===== src/vna_pkg.sv =====
// shared constants, codes and transaction types of the vertex normal averager
// depends on nothing; every other file but vna_ram refers to it by scoped names
`timescale 1ns / 1ps

package vna_pkg;

    // defaults of the top level parameters
    localparam int MAX_VERTICES_DEF = 1024;
    localparam int SUM_BITS_DEF     = 24;

    // fixed field widths
    localparam int IDX_W   = 10;
    localparam int POS_W   = 32;
    localparam int NORM_W  = 16;
    localparam int WIDE_W  = 64;

    // depth of the command queue between front and back
    localparam int CMD_DEPTH = 4;

    // input mode codes
    localparam logic [1:0] MODE_STORE = 2'd0;
    localparam logic [1:0] MODE_FACE  = 2'd1;
    localparam logic [1:0] MODE_READ  = 2'd2;
    localparam logic [1:0] MODE_CLEAR = 2'd3;

    // classified operation codes
    localparam logic [2:0] OP_STORE = 3'd0;
    localparam logic [2:0] OP_FACE  = 3'd1;
    localparam logic [2:0] OP_READ  = 3'd2;
    localparam logic [2:0] OP_RZERO = 3'd3;
    localparam logic [2:0] OP_CLEAR = 3'd4;

    typedef logic signed [WIDE_W-1:0] wide_t;
    typedef logic signed [NORM_W-1:0] norm_t;

    // classified command handed from front to back
    typedef struct packed {
        logic [2:0]             op;
        logic [IDX_W-1:0]       idx;
        logic [3*POS_W-1:0]     pos;
        logic [IDX_W-1:0]       corner_a;
        logic [IDX_W-1:0]       corner_b;
        logic [IDX_W-1:0]       corner_c;
    } cmd_t;

    // control from back to front
    typedef struct packed {
        logic pop;
        logic init_busy;
    } back_ctl_t;

endpackage


===== src/vna_front.sv =====
// front part: accepts input transactions, classifies them and queues commands
// depends on vna_pkg
`timescale 1ns / 1ps

module vna_front #(
    parameter int MAX_VERTICES = vna_pkg::MAX_VERTICES_DEF
) (
    input  logic                        clk,
    input  logic                        rst_n,
    input  logic                        push,
    output logic                        full,
    input  logic [1:0]                  mode,
    input  logic [vna_pkg::IDX_W-1:0]   vertex_index,
    input  logic [vna_pkg::POS_W-1:0]   pos_x,
    input  logic [vna_pkg::POS_W-1:0]   pos_y,
    input  logic [vna_pkg::POS_W-1:0]   pos_z,
    input  logic [vna_pkg::IDX_W-1:0]   corner_a,
    input  logic [vna_pkg::IDX_W-1:0]   corner_b,
    input  logic [vna_pkg::IDX_W-1:0]   corner_c,
    output logic                        cmd_valid,
    output vna_pkg::cmd_t               cmd,
    input  vna_pkg::back_ctl_t          ctl
);

    localparam int DEPTH = vna_pkg::CMD_DEPTH;
    localparam int PW    = $clog2(DEPTH);

    vna_pkg::cmd_t  q_mem [DEPTH];
    logic [PW-1:0]  wr_ptr_reg;
    logic [PW-1:0]  rd_ptr_reg;
    logic [PW:0]    count_reg;

    vna_pkg::cmd_t  cls;
    logic           keep;
    logic           enq;
    logic           deq;
    logic           ok_idx;
    logic           ok_a;
    logic           ok_b;
    logic           ok_c;

    // index range checks
    assign ok_idx = {22'd0, vertex_index} < 32'(MAX_VERTICES);
    assign ok_a   = {22'd0, corner_a} < 32'(MAX_VERTICES);
    assign ok_b   = {22'd0, corner_b} < 32'(MAX_VERTICES);
    assign ok_c   = {22'd0, corner_c} < 32'(MAX_VERTICES);

    // classify the incoming transaction
    always_comb
    begin
        cls.idx      = vertex_index;
        cls.pos      = {pos_z, pos_y, pos_x};
        cls.corner_a = corner_a;
        cls.corner_b = corner_b;
        cls.corner_c = corner_c;
        cls.op       = vna_pkg::OP_STORE;
        keep         = 1'b0;
        case (mode)
            vna_pkg::MODE_STORE:
            begin
                cls.op = vna_pkg::OP_STORE;
                keep   = ok_idx;
            end
            vna_pkg::MODE_FACE:
            begin
                cls.op = vna_pkg::OP_FACE;
                keep   = ok_a && ok_b && ok_c;
            end
            vna_pkg::MODE_READ:
            begin
                cls.op = ok_idx ? vna_pkg::OP_READ : vna_pkg::OP_RZERO;
                keep   = 1'b1;
            end
            vna_pkg::MODE_CLEAR:
            begin
                cls.op = vna_pkg::OP_CLEAR;
                keep   = 1'b1;
            end
            default:
            begin
                keep = 1'b0;
            end
        endcase
    end

    // queue handshakes
    assign full      = (count_reg == (PW+1)'(DEPTH)) || ctl.init_busy;
    assign enq       = push && !full && keep;
    assign cmd_valid = count_reg != '0;
    assign deq       = ctl.pop && cmd_valid;
    assign cmd       = q_mem[rd_ptr_reg];

    // queue storage
    always_ff @(posedge clk)
    begin
        if (enq)
        begin
            q_mem[wr_ptr_reg] <= cls;
        end
    end

    // queue pointers
    always_ff @(posedge clk or negedge rst_n)
    begin
        if (!rst_n)
        begin
            wr_ptr_reg <= '0;
            rd_ptr_reg <= '0;
            count_reg  <= '0;
        end
        else
        begin
            if (enq)
            begin
                wr_ptr_reg <= wr_ptr_reg + 1'b1;
            end
            if (deq)
            begin
                rd_ptr_reg <= rd_ptr_reg + 1'b1;
            end
            if (enq && !deq)
            begin
                count_reg <= count_reg + 1'b1;
            end
            else if (deq && !enq)
            begin
                count_reg <= count_reg - 1'b1;
            end
        end
    end

    // queue never overfills
    a_count_bound: assert property (@(posedge clk) disable iff (!rst_n)
        count_reg <= (PW+1)'(DEPTH))
        else $error("command queue overfilled");

    // nothing enters during the power-up clearing sweep
    a_no_enq_init: assert property (@(posedge clk) disable iff (!rst_n)
        ctl.init_busy |-> !enq)
        else $error("command queued during clearing sweep");

endmodule


===== config.mk =====
export PLATFORM = sky130hd
export DESIGN_NAME = vna_front
export DESIGN_NICKNAME = d
export VERILOG_FILES = /design/src/vna_pkg.sv /design/src/vna_front.sv
export SDC_FILE = /design/constraint.sdc
export NUM_CORES = 1
export LEC_CHECK = 0
export BUFFER_PORTS_ARGS = -buffer_cell sky130_fd_sc_hd__buf_2
export CAP_MARGIN = 20
export CORE_UTILIZATION = 51
export CTS_CLUSTER_DIAMETER = 150
export DETAILED_ROUTE_END_ITERATION = 12
export GPL_ROUTABILITY_DRIVEN = 0
export PLACE_DENSITY = 0.75
export SETUP_SLACK_MARGIN = 0.4
export SKIP_LAST_GASP = 1
export SYNTH_ARGS = -nofsm -noshare
export SYNTH_HDL_FRONTEND = slang
export SYNTH_SLANG_ARGS = --single-unit

===== constraint.sdc =====
create_clock -name clk -period 4.3 [get_ports clk]
set_clock_uncertainty 0.05 [all_clocks]
set_input_delay 0.43 -clock clk [delete_from_list [all_inputs] [get_ports clk]]
set_output_delay 0.43 -clock clk [all_outputs]
set_load 0.005 [all_outputs]

==> impl_results.md <==
* Design Power at 15500 µW
* Syn-to-layout area delta at 24.9%
* Layout Nets at roughly 1400
* Avg Cell Area, Syn at about 27 µm²
* Port Buffers at 283
* Worst-Margin Slew at 921 ps
* Crit end category: primary output
* Setup crit start kind: flop
* Routed vias/inst at approximately 5.4
* Post-synthesis async set-or-reset flop share at 0.0124
* Core box area at just under 40000 µm²
* Final-report hold violation count at 0
* Syn nets at 916
* Clock Latency Late Sink at roughly 580 ps
* Storage cell area at 16900 µm²
* Worst hold-check path type: in2reg
* Leak Pwr at ~0.0087 µW
* Top Ports at around 280
* Post-synth top cells: edfxtp_1, mux4_2, buf_2, buf_6, dfrtp_1
* CTS clock-pin slew for the worst setup and hold paths at approximately 60 ps
* Synth area leaders: edfxtp_1, mux4_2, dfrtp_1, buf_6, buf_2
* Final min period at around 3100 ps
* Pwr dens at 606 nW/µm²
* Final WL at roughly 40 mm
* Final non-filler cell total at around 1800
* Utilization after layout at 0.646
* DRT iter0 DRCs at between 500 and 600
* CTS max path bufs at 3
* Gr busiest metal: met2
* HP Start: pos_x[30]
* Max-slew violation count at 0
* Max-cap violations at 0
* Root Buffer: clkbuf_16
* # setup viols final at 0
* Hold Path Depth at 1
* #FFs+latches synth at around 560
* Wirelength per Cell at between 20 and 25 µm
* Synth Cell Area at between 20000 and 25000 µm²
* Final cycle utilization of the critical path at 0.731
* Row Count at 73
* Cells after synthesis at approximately 770
* Largest net degree at the start of global routing at 81
* Main synth FF type: edfxtp_1
* Reg2Reg Depth at 4
* CTS tree: built
* Vias in the first global route at about 11000
* R2R Setup Slk at about 1800 ps
* Gr usage total at 0.195
* Placement Cell Area at 22600 µm²
* Setup bufs post-CTS at 0
* Met3 GRT Util at 0.0447
* Met1 Usage GRT at 0.245
* Initial antenna violation count at 4
* Max IR drop VDD at between 500 and 600 µV
* Cell variety after synth at 23
* Die height at 202 µm
* Clock sink total at between 500 and 600
* Post-DP HPWL at 22.7 mm
* Share of layout cells above drive strength 1 at 0.418
* Number of synthesized flops with an enable pin at between 500 and 600
* Outcome: finished, final reports clean
* Dpl cells at approximately 1600
* WP data arrival at around 2700 ps
* Area leader, netlist: edfxtp_1
* RSZ-0062 raised after global routing: false
* M2 GR Usage at 0.330
* Worst Hold End: q_mem[2][60]
* R2R Path End: q_mem[1][56]
* Num CTS Buffers at 55
* Crit path from: rd_ptr_reg[0]
* Max reg flops at 556
* Setup TNS at 0 ps
* Total die area at slightly above 40000 µm²
* Via total after detailed routing at between 9000 and 10000
* Global-route wire length before repair at ~60 mm
* Post-synthesis sequential area ratio at 0.824
* Htree depth at 2
* Max FO, Critical Path at 27
* YS warnings at 0
* Critical setup path kind: reg2out
* Critical path required time at about 3800 ps
* Starting Density at 0.517
* DR pass1 iterations at 5
* Gr ovfl total at 0
* Slew margin rel. at 0.386
* Post-route design area at between 20000 and 30000 µm²
* Worst r2r src: count_reg[0]
* Area of the multi-input gates at approximately 3400 µm²
* Die width at ~200 µm
* Max Freq at between 0.3 and 0.4 GHz
* Leading cell type by number of instances after synthesis: edfxtp_1
* Residual DRC at 0
* # fillers at between 2000 and 3000
* Synth top area share at 0.815
* Detail Route Antenna Nets at 0
repair_timing:
| item | 4_1_cts | 5_1_grt |
|---|---|---|
| gates resized for setup | 0 | 0 |
| endpoints found under the hold margin | 482 | 0 |
| hold buffers | 121 | 0 |
layout by cell type (no fill, tap or decap), types with 8 or more instances in the layout:
| cell | synthesis | final |
|---|---|---|
| clkinv_2 | 0 | 10 |
| mux4_2 | 139 | 139 |
| edfxtp_1 | 556 | 556 |
| buf_4 | 1 | 9 |
| clkbuf_1 | 3 | 17 |
| buf_2 | 16 | 283 |
| dlygate4sd3_1 | 0 | 121 |
| clkbuf_16 | 0 | 57 |
| clkinv_1 | 0 | 8 |
| buf_12 | 0 | 9 |
through the flow:
step | hold WS, ps | setup slack [ps]
final | 25.6 | 1160
after global routing | -2.88 | 953
after CTS | 0.239 | 1050
after detailed placement | 220 | 1580
after global placement | 220 | 1640
after floorplan | 84.4 | 1250
kinds of logic after synthesis:
group,count (synthesis),share of synthesized area
AND/OR/NAND/NOR,13,0.00354
XOR/XNOR,6,0.00257
multiplexers,141,0.154
adder cells (fa/ha/maj),6,0.00403
buffers and inverters,36,0.0118
AO/OA/AOI/OAI,2,0.000672
flip-flops,563,0.824
worst max path at each step:
stage	cells after the start	slack, ps	end
3_5_place_dp	5	1580	q_mem[1][49]
6_report	3	1160	cmd[13]
5_1_grt	3	950	cmd[13]
3_3_place_gp	5	1640	q_mem[1][49]
4_1_cts	3	1050	cmd[13]
2_1_floorplan	3	1250	q_mem[0][0]
where the power goes:
group,switching (µW),internal (µW)
registers,275,6680
clock network,1920,2760
logic,1850,2020
total,4050,11500
metal layers:
| metal | part of all wire | routed length [µm] |
|---|---|---|
| met1 | 0.40 | 15700 |
| met2 | 0.51 | 20000 |
| met3 | 0.061 | 2410 |
| met4 | 0.031 | 1220 |
| met5 | 0 | 0 |
critical path, cell delays in order, from the launching register on:
cell and delay [ps]:
dfrtp_4 800, buf_4 520, mux4_2 600, buf_2 150
final cells by class:
type	count	share of cell area
Multi-Input combinational cell	168	0.132
Inverter	4	0.000587
Clock buffer	76	0.0593
Timing Repair Buffer	422	0.112
Antenna cell	4	0.000391
Clock inverter	26	0.00997
Tap cell	525	0.0257
Sequential cell	563	0.659
No activity file was read; power rests on OpenSTA's default activity.
